<file path="src/hdl/jlsmp_pkg.sv">
// Package with the marker codes, parse phases and result type of the JPEG-LS header parser.
`default_nettype none

package jlsmp_pkg;

    localparam logic [7:0] MARK_BYTE = 8'hFF;
    localparam logic [7:0] MK_SOI    = 8'hD8;
    localparam logic [7:0] MK_SOF    = 8'hF7;
    localparam logic [7:0] MK_SOS    = 8'hDA;
    localparam logic [7:0] MK_LSE    = 8'hF8;
    localparam logic [7:0] MK_COM    = 8'hFE;

    localparam logic [7:0] LSE_KIND_PRESET = 8'd1;
    localparam int         PRESET_COUNT    = 5;

    localparam logic [15:0] NEED_SOF      = 16'd8;
    localparam logic [15:0] NEED_SOS      = 16'd5;
    localparam logic [15:0] NEED_LSE      = 16'd3;
    localparam logic [15:0] NEED_COM      = 16'd2;
    localparam logic [15:0] NEED_PRESET   = 16'd13;
    localparam logic [15:0] LAST_PRESET_B = 16'd10;

    typedef enum logic [6:0] {
        PH_SOI_FF  = 7'b0000001,
        PH_SOI     = 7'b0000010,
        PH_MARK_FF = 7'b0000100,
        PH_MARKER  = 7'b0001000,
        PH_LEN_HI  = 7'b0010000,
        PH_LEN_LO  = 7'b0100000,
        PH_BODY    = 7'b1000000
    } t_phase;

    typedef enum logic [1:0] {
        ST_OK          = 2'd0,
        ST_INVALID     = 2'd1,
        ST_UNSUPPORTED = 2'd2,
        ST_SHORT       = 2'd3
    } t_status;

    typedef struct packed {
        t_status     status;
        logic [7:0]  sample_bits;
        logic [15:0] image_height;
        logic [15:0] image_width;
        logic [7:0]  component_count;
        logic [7:0]  near_limit;
        logic [7:0]  interleave_mode;
        logic [15:0] max_sample;
        logic [15:0] threshold_one;
        logic [15:0] threshold_two;
        logic [15:0] threshold_three;
        logic [15:0] reset_interval;
    } t_result;

endpackage

`default_nettype wire

</file>
<file path="src/hdl/jlsmp_core.sv">
// Parser state and the per-byte step logic of the JPEG-LS header parser.
`default_nettype none

module jlsmp_core (
    input  wire                   i_clk,
    input  wire                   i_rst_n,
    input  wire                   i_valid,
    input  wire  [7:0]            i_byte,
    output logic                  o_res_valid,
    output jlsmp_pkg::t_result    o_res
);
    import jlsmp_pkg::*;

    t_phase      r_phase, n_phase;
    logic [7:0]  r_marker, n_marker;
    logic [15:0] r_len, n_len;
    logic [15:0] r_pos, n_pos;
    logic [7:0]  r_high, n_high;
    logic [7:0]  r_scomp, n_scomp;
    logic [7:0]  r_kind, n_kind;
    logic [47:0] r_frame, n_frame;
    logic [15:0] r_scan, n_scan;
    logic [15:0] r_preset [PRESET_COUNT];
    logic [15:0] n_preset [PRESET_COUNT];

    logic        clear;
    logic        advance;
    logic [15:0] len_word;
    logic [15:0] need;
    logic [16:0] sos_need;
    logic [16:0] near_pos;
    logic [16:0] mode_pos;
    logic [15:0] pos_next;
    logic [2:0]  preset_idx;

    assign len_word   = {r_high, i_byte};
    assign sos_need   = 17'd5 + {8'd0, i_byte, 1'b0};
    assign near_pos   = 17'd1 + {8'd0, r_scomp, 1'b0};
    assign mode_pos   = 17'd2 + {8'd0, r_scomp, 1'b0};
    assign pos_next   = r_pos + 16'd1;
    assign preset_idx = r_pos[3:1] - 3'd1;

    always_comb begin
        priority if (r_marker == MK_SOF) begin
            need = NEED_SOF;
        end else if (r_marker == MK_SOS) begin
            need = NEED_SOS;
        end else if (r_marker == MK_LSE) begin
            need = NEED_LSE;
        end else begin
            need = NEED_COM;
        end
    end

    always_comb begin
        n_phase     = r_phase;
        n_marker    = r_marker;
        n_len       = r_len;
        n_pos       = r_pos;
        n_high      = r_high;
        n_scomp     = r_scomp;
        n_kind      = r_kind;
        n_frame     = r_frame;
        n_scan      = r_scan;
        n_preset    = r_preset;
        o_res       = '0;
        o_res_valid = 1'b0;
        clear       = 1'b0;
        advance     = 1'b0;
        if (i_valid) begin
            unique case (r_phase)
                PH_SOI_FF, PH_MARK_FF: begin
                    if (i_byte != MARK_BYTE) begin
                        o_res_valid  = 1'b1;
                        o_res.status = ST_INVALID;
                        clear        = 1'b1;
                    end else begin
                        n_phase = (r_phase == PH_SOI_FF) ? PH_SOI : PH_MARKER;
                    end
                end
                PH_SOI: begin
                    if (i_byte != MK_SOI) begin
                        o_res_valid  = 1'b1;
                        o_res.status = ST_INVALID;
                        clear        = 1'b1;
                    end else begin
                        n_phase = PH_MARK_FF;
                    end
                end
                PH_MARKER: begin
                    if (i_byte != MK_SOF && i_byte != MK_SOS && i_byte != MK_LSE &&
                        i_byte != MK_COM) begin
                        o_res_valid  = 1'b1;
                        o_res.status = ST_UNSUPPORTED;
                        clear        = 1'b1;
                    end else begin
                        n_marker = i_byte;
                        n_phase  = PH_LEN_HI;
                    end
                end
                PH_LEN_HI: begin
                    n_high  = i_byte;
                    n_phase = PH_LEN_LO;
                end
                PH_LEN_LO: begin
                    n_len = len_word;
                    n_pos = '0;
                    if (len_word < need) begin
                        o_res_valid  = 1'b1;
                        o_res.status = ST_SHORT;
                        clear        = 1'b1;
                    end else begin
                        n_phase = (len_word == NEED_COM) ? PH_MARK_FF : PH_BODY;
                    end
                end
                PH_BODY: begin
                    advance = 1'b1;
                    if (r_marker == MK_SOF) begin
                        if (r_pos < 16'd6) begin
                            unique case (r_pos[2:0])
                                3'd0:    n_frame[47:40] = i_byte;
                                3'd1:    n_frame[39:32] = i_byte;
                                3'd2:    n_frame[31:24] = i_byte;
                                3'd3:    n_frame[23:16] = i_byte;
                                3'd4:    n_frame[15:8]  = i_byte;
                                default: n_frame[7:0]   = i_byte;
                            endcase
                        end
                    end else if (r_marker == MK_LSE) begin
                        if (r_pos == 16'd0) begin
                            n_kind = i_byte;
                            if (i_byte == LSE_KIND_PRESET && r_len < NEED_PRESET) begin
                                o_res_valid  = 1'b1;
                                o_res.status = ST_SHORT;
                                clear        = 1'b1;
                                advance      = 1'b0;
                            end
                        end else if (r_kind == LSE_KIND_PRESET && r_pos <= LAST_PRESET_B) begin
                            if (r_pos[0]) begin
                                n_high = i_byte;
                            end else begin
                                n_preset[preset_idx] = {r_high, i_byte};
                            end
                        end
                    end else if (r_marker == MK_SOS) begin
                        if (r_pos == 16'd0) begin
                            n_scomp = i_byte;
                            if ({1'b0, r_len} < sos_need) begin
                                o_res_valid  = 1'b1;
                                o_res.status = ST_SHORT;
                                clear        = 1'b1;
                                advance      = 1'b0;
                            end
                        end else if ({1'b0, r_pos} == near_pos) begin
                            n_scan[15:8] = i_byte;
                        end else if ({1'b0, r_pos} == mode_pos) begin
                            o_res_valid           = 1'b1;
                            o_res.status          = ST_OK;
                            o_res.sample_bits     = r_frame[47:40];
                            o_res.image_height    = r_frame[39:24];
                            o_res.image_width     = r_frame[23:8];
                            o_res.component_count = r_frame[7:0];
                            o_res.near_limit      = r_scan[15:8];
                            o_res.interleave_mode = i_byte;
                            o_res.max_sample      = r_preset[0];
                            o_res.threshold_one   = r_preset[1];
                            o_res.threshold_two   = r_preset[2];
                            o_res.threshold_three = r_preset[3];
                            o_res.reset_interval  = r_preset[4];
                            clear                 = 1'b1;
                            advance               = 1'b0;
                        end
                    end
                    if (advance) begin
                        n_pos = pos_next;
                        if ({1'b0, pos_next} + 17'd2 >= {1'b0, r_len}) begin
                            n_phase = PH_MARK_FF;
                        end
                    end
                end
                default: begin
                    clear = 1'b1;
                end
            endcase
        end
        if (clear) begin
            n_phase  = PH_SOI_FF;
            n_marker = '0;
            n_len    = '0;
            n_pos    = '0;
            n_high   = '0;
            n_scomp  = '0;
            n_kind   = '0;
            n_frame  = '0;
            n_scan   = '0;
            for (int k = 0; k < PRESET_COUNT; k++) begin
                n_preset[k] = '0;
            end
        end
    end

    always_ff @(posedge i_clk) begin
        if (!i_rst_n) begin
            r_phase  <= PH_SOI_FF;
            r_marker <= '0;
            r_len    <= '0;
            r_pos    <= '0;
            r_high   <= '0;
            r_scomp  <= '0;
            r_kind   <= '0;
            r_frame  <= '0;
            r_scan   <= '0;
            for (int k = 0; k < PRESET_COUNT; k++) begin
                r_preset[k] <= '0;
            end
        end else begin
            r_phase  <= n_phase;
            r_marker <= n_marker;
            r_len    <= n_len;
            r_pos    <= n_pos;
            r_high   <= n_high;
            r_scomp  <= n_scomp;
            r_kind   <= n_kind;
            r_frame  <= n_frame;
            r_scan   <= n_scan;
            r_preset <= n_preset;
        end
    end

endmodule

`default_nettype wire

</file>
<file path="src/hdl/jpegls_marker_header_parser.sv">
// Top level of the JPEG-LS marker segment header parser with its input and result registers.
// The slave channel takes one stream byte per request in s_axis_tdata. The master channel
// gives at most one result per byte: the header fields in m_axis_tdata and the status code
// in m_axis_tuser. A result is given when the interleave byte of the SOS has been taken,
// or on the byte that shows bad framing, an unsupported marker or a short segment; after
// any result the parser starts again at the SOI marker.
// A byte is first held in an input register, is then parsed by the step logic, and its
// result lands in the output register; a stalled receiver can hold a byte in the input
// register before it is parsed. One byte is accepted in every cycle while the receiver
// does not stall; the rate is set by the state update of the parser core.
// The synchronous active-low reset returns the parser to the start of a stream and empties
// both registers. When the receiver stalls, the result waits in the output register and
// the input register can still take one more byte; further bytes are held off until the
// result is taken.
`default_nettype none

module jpegls_marker_header_parser (
    input  wire           i_clk,
    input  wire           i_rst_n,
    input  wire           s_axis_tvalid,
    output logic          s_axis_tready,
    input  wire  [7:0]    s_axis_tdata,   // stream_byte
    output logic          m_axis_tvalid,
    input  wire           m_axis_tready,
    // sample_bits, image_height, image_width, component_count, near_limit,
    // interleave_mode, max_sample, threshold_one, threshold_two, threshold_three,
    // reset_interval
    output logic [143:0]  m_axis_tdata,
    output logic [1:0]    m_axis_tuser    // status
);
    import jlsmp_pkg::*;

    logic        r_in_valid;
    logic [7:0]  r_in_byte;
    logic        r_out_valid;
    t_result     r_out_res;

    logic        step;
    logic        res_valid;
    t_result     res;

    assign step          = r_in_valid && (!r_out_valid || m_axis_tready);
    assign s_axis_tready = !r_in_valid || step;

    jlsmp_core u_core (
        .i_clk       (i_clk),
        .i_rst_n     (i_rst_n),
        .i_valid     (step),
        .i_byte      (r_in_byte),
        .o_res_valid (res_valid),
        .o_res       (res)
    );

    always_ff @(posedge i_clk) begin
        if (!i_rst_n) begin
            r_in_valid  <= 1'b0;
            r_out_valid <= 1'b0;
        end else begin
            if (s_axis_tready) begin
                r_in_valid <= s_axis_tvalid;
            end
            if (step) begin
                r_out_valid <= res_valid;
            end else if (m_axis_tready) begin
                r_out_valid <= 1'b0;
            end
        end
    end

    always_ff @(posedge i_clk) begin
        if (s_axis_tready && s_axis_tvalid) begin
            r_in_byte <= s_axis_tdata;
        end
        if (step && res_valid) begin
            r_out_res <= res;
        end
    end

    assign m_axis_tvalid = r_out_valid;
    assign m_axis_tuser  = r_out_res.status;
    assign m_axis_tdata  = {r_out_res.reset_interval,
                            r_out_res.threshold_three,
                            r_out_res.threshold_two,
                            r_out_res.threshold_one,
                            r_out_res.max_sample,
                            r_out_res.interleave_mode,
                            r_out_res.near_limit,
                            r_out_res.component_count,
                            r_out_res.image_width,
                            r_out_res.image_height,
                            r_out_res.sample_bits};

endmodule

`default_nettype wire

</file>
<file path="config.mk">
export PLATFORM = sky130hd
export DESIGN_NAME = jpegls_marker_header_parser
export DESIGN_NICKNAME = d
export VERILOG_FILES = /design/src/hdl/jlsmp_pkg.sv /design/src/hdl/jlsmp_core.sv /design/src/hdl/jpegls_marker_header_parser.sv
export SDC_FILE = /design/constraint.sdc
export NUM_CORES = 1
export LEC_CHECK = 0
export ABC_AREA = 1
export BUFFER_PORTS_ARGS = -buffer_cell sky130_fd_sc_hd__clkbuf_2
export CORE_MARGIN = 2
export CORE_UTILIZATION = 55
export DETAILED_ROUTE_END_ITERATION = 7
export PLACE_DENSITY_LB_ADDON = 0.08
export SETUP_SLACK_MARGIN = 0.02
export SYNTH_ARGS = -nofsm -noshare
export SYNTH_HDL_FRONTEND = slang
export SYNTH_HIERARCHICAL = 1
export SYNTH_SLANG_ARGS = --single-unit
</file>
<file path="constraint.sdc">
create_clock -name i_clk -period 17.45 [get_ports i_clk]
set_input_delay 3.49 -clock i_clk [delete_from_list [all_inputs] [get_ports i_clk]]
set_output_delay 3.49 -clock i_clk [all_outputs]
set_load 0.005 [all_outputs]
</file>
==> flow_metrics.env <==
export IMPL_die_y_um=175
export IMPL_start_util=0.561
export IMPL_wl_per_cell_um=15.9
export IMPL_max_clock_freq_ghz=0.135
export IMPL_powerDensity_mw_per_mm2=93.9
export IMPL_critPathLaunchType="input port"
export IMPL_netlist_area_mm2=0.0162
export IMPL_routed_via_density=5.31
export IMPL_async_flop_share=0
export IMPL_holdPathStages=2
export IMPL_yosys_area_top_type="edfxtp_1"
export IMPL_seqPwrFrac=0.518
export IMPL_ff2ff_setup_slack_ns=11.63
export IMPL_cap_violations=0
export IMPL_final_max_slew_viol_count=0
export IMPL_yosysTopAreaCellShare=0.286
export IMPL_cts_hold_fix_buffers=0
export IMPL_rsz0062_at_grt="no"
export IMPL_cts_inserted_buffers=38
export IMPL_clock_path_buffers=3
export IMPL_r2r_end="m_axis_tdata[29]"
export IMPL_clock_latency_ns=0.52
export IMPL_p_comb_frac=0.024
export IMPL_yosys_top_cells_area="edfxtp_1 (29%), dfxtp_1 (26%), nand2_1 (11%)"
export IMPL_swShare=0.205
export IMPL_tightest_slew_ns=1.18
export IMPL_hp_class="register to register"
export IMPL_slew_headroom=0.212
export IMPL_clock_skew_ns=0.0162
export IMPL_syn_instance_count=1957
export IMPL_r2r_start="r_in_byte[6]"
export IMPL_cts_sinks=363
export IMPL_post_cts_buffers=0
export IMPL_gp_congestion=0.924
export IMPL_diodes=0
export IMPL_finalSetupTns_ns=0
export IMPL_drt_iter0_drc=1235
export IMPL_synthesis_nets=2009
export IMPL_ys_warn_count=6
export IMPL_report_final_setup_viol=0
export IMPL_area_delta_synth_final_pct=13.2
export IMPL_portBuffers=159
export IMPL_grt_pass1_vias=12100
export IMPL_die_area_mm2=0.0308
export IMPL_ios=160
export IMPL_rows=62
export IMPL_ys_seq_area_frac=0.545
export IMPL_clk_pin_slew_ns=0.05
export IMPL_reg2reg_depth=17
export IMPL_grt_usage=0.257
export IMPL_ant_nets=0
export IMPL_ctsRootBufferMaster="clkbuf_16"
export IMPL_ys_flop_type="dfxtp_1"
export IMPL_synth_edf_count=154
export IMPL_drt_total_wl_mm=39.5
export IMPL_grt_ovfl_total=0
export IMPL_dpl_hpwl_mm=25.2
export IMPL_clkPwrFrac=0.459
export IMPL_num_vias=13200
export IMPL_grt_pass1_wl_mm=63.2
export IMPL_yosysUniqueCellTypes=49
export IMPL_crit_start="m_axis_tready"
export IMPL_worst_setup_path_type="input port to output pin"
export IMPL_drive_gt1_frac=0.134
export IMPL_first_pass_iters=5
export IMPL_p_switching_uw=352
export IMPL_finalNetCount=2120
export IMPL_cp_end_kind="output pin"
export IMPL_fin_crit_ns=7.38
export IMPL_avgSynthCellArea_um2=8.27
export IMPL_core_mm2=0.0289
export IMPL_die_w_um=175
export IMPL_arrival_ns=3.89
export IMPL_cp_required_ns=13.96
export IMPL_synth_seq_cells=363
export IMPL_tritoncts="yes"
export IMPL_vdd_drop_max_uv=59.0
export IMPL_min_to="u_core/r_marker[6]"
export IMPL_p_int_uw=1370
export IMPL_post_cts_resized=0
export IMPL_htree_levels=2
export IMPL_synth_top_cells_by_count="nand2_1 (467), nor2_1 (327), dfxtp_1 (209), a21oi_1 (177), inv_1 (157)"
export IMPL_path_max_fanout=3
export IMPL_post_route_period_util=0.423
export IMPL_total_power_uw=1720
export IMPL_grt_max_degree=94
export IMPL_status="complete, no violations"
export IMPL_drc=0
export IMPL_synth_most_common_cell="nand2_1"
export IMPL_utilization=0.635
export IMPL_hold_violations=0
export IMPL_min_from="u_core/r_marker[6]"
export IMPL_antenna_found_initial=0
export IMPL_p_leak_uw=0.00689
-- power groups by stage --
| stage | clock [µW] | sequential (µW) | combinational, µW |
|---|---|---|---|
| 6_report | 789 | 890 | 40.9 |
| 5_1_grt | 838 | 890 | 44.2 |
| 4_1_cts | 803 | 890 | 40.5 |
| 3_5_place_dp | 0 | 909 | 40.4 |
| 3_3_place_gp | 0 | 909 | 40.2 |
| 2_1_floorplan | 0 | 910 | 25.9 |
-- flip-flops by register name, indices dropped and copies added, names as in the netlist, 8 cells and up --
name / flops
u_core/r_marker: 8
u_core/r_len: 16
r_in_byte: 8
u_core/r_preset: 80
u_core/r_pos: 16
u_core/r_high: 8
u_core/r_frame: 48
u_core/r_scan: 8
u_core/r_kind: 8
m_axis_tdata: 144
u_core/r_scomp: 8
-- cell type report --
class / instances / area (µm²)
Clock buffer: 55 / 1080
Clock inverter: 14 / 150
Fill cell: 2564 / 10500
Inverter: 172 / 648
Multi-Input combinational cell: 1316 / 6220
Sequential cell: 363 / 8810
Tap cell: 384 / 480
Timing Repair Buffer: 177 / 931
-- how the worst max path moves through the flow --
stage | cells after the start | end
after floorplan | 9 | m_axis_tdata[0]
after global placement | 11 | m_axis_tdata[80]
after detailed placement | 11 | m_axis_tdata[80]
after CTS | 4 | s_axis_tready
after global routing | 4 | s_axis_tready
final | 4 | s_axis_tready
-- stage by stage --
stage / cell area [µm²] / worst slack, ns / hold slack, ns / std cells
after floorplan: 16200 / 2.64 / 0.423 / 1957
after global placement: 17100 / 10.06 / 0.434 / 2412
after detailed placement: 17100 / 9.90 / 0.445 / 2412
after CTS: 18300 / 10.08 / 0.453 / 2481
after global routing: 18300 / 10.06 / 0.476 / 2481
final: 18300 / 10.07 / 0.450 / 2481
-- per-layer routing --
layer | share of wire | GRT usage | up-vias
met4 | 0.020 | 0.0706 | 0
met5 | 0 | 0 | -
met2 | 0.47 | 0.418 | 401
li1 | - | - | 6576
met3 | 0.063 | 0.0381 | 63
met1 | 0.45 | 0.362 | 6140
-- layout by cell type, fill, tap and decap left out, types with 2 or more instances in the layout --
cell,n
nor2_1,327
clkbuf_16,39
inv_1,157
ha_1,40
or2_1,2
bufinv_16,3
nor3_2,4
nor3_4,2
inv_2,12
nand4_1,30
a211oi_1,2
nor2_2,2
clkbuf_1,12
buf_4,18
edfxtp_1,154
clkbuf_2,159
nand2_2,2
nor3b_1,3
clkinv_1,5
a21oi_1,177
nor2_4,2
dfxtp_1,209
nor4_1,5
clkinvlp_4,2
a31oi_1,2
xor2_1,19
clkbuf_8,4
nor3_1,69
nand3_1,53
clkinv_2,5
nor4_2,3
o21ai_1,5
o21ai_0,64
xnor2_1,3
nand2_1,467
or2_2,17
-- critical path, cell delays in order --
cell	delay [ns]
clkbuf_2	0.08
inv_1	0.05
nand3_1	0.12
clkbuf_2	0.15
-- logic make-up after synthesis --
family,Yosys count,share of synthesized area
AO/OA/AOI/OAI,261,0.0844
flip-flops,363,0.545
XOR/XNOR,22,0.0119
AND/OR/NAND/NOR,993,0.256
adder cells (fa/ha/maj),40,0.0309
buffers and inverters,278,0.0717
Power figures use the tool's default switching activity.
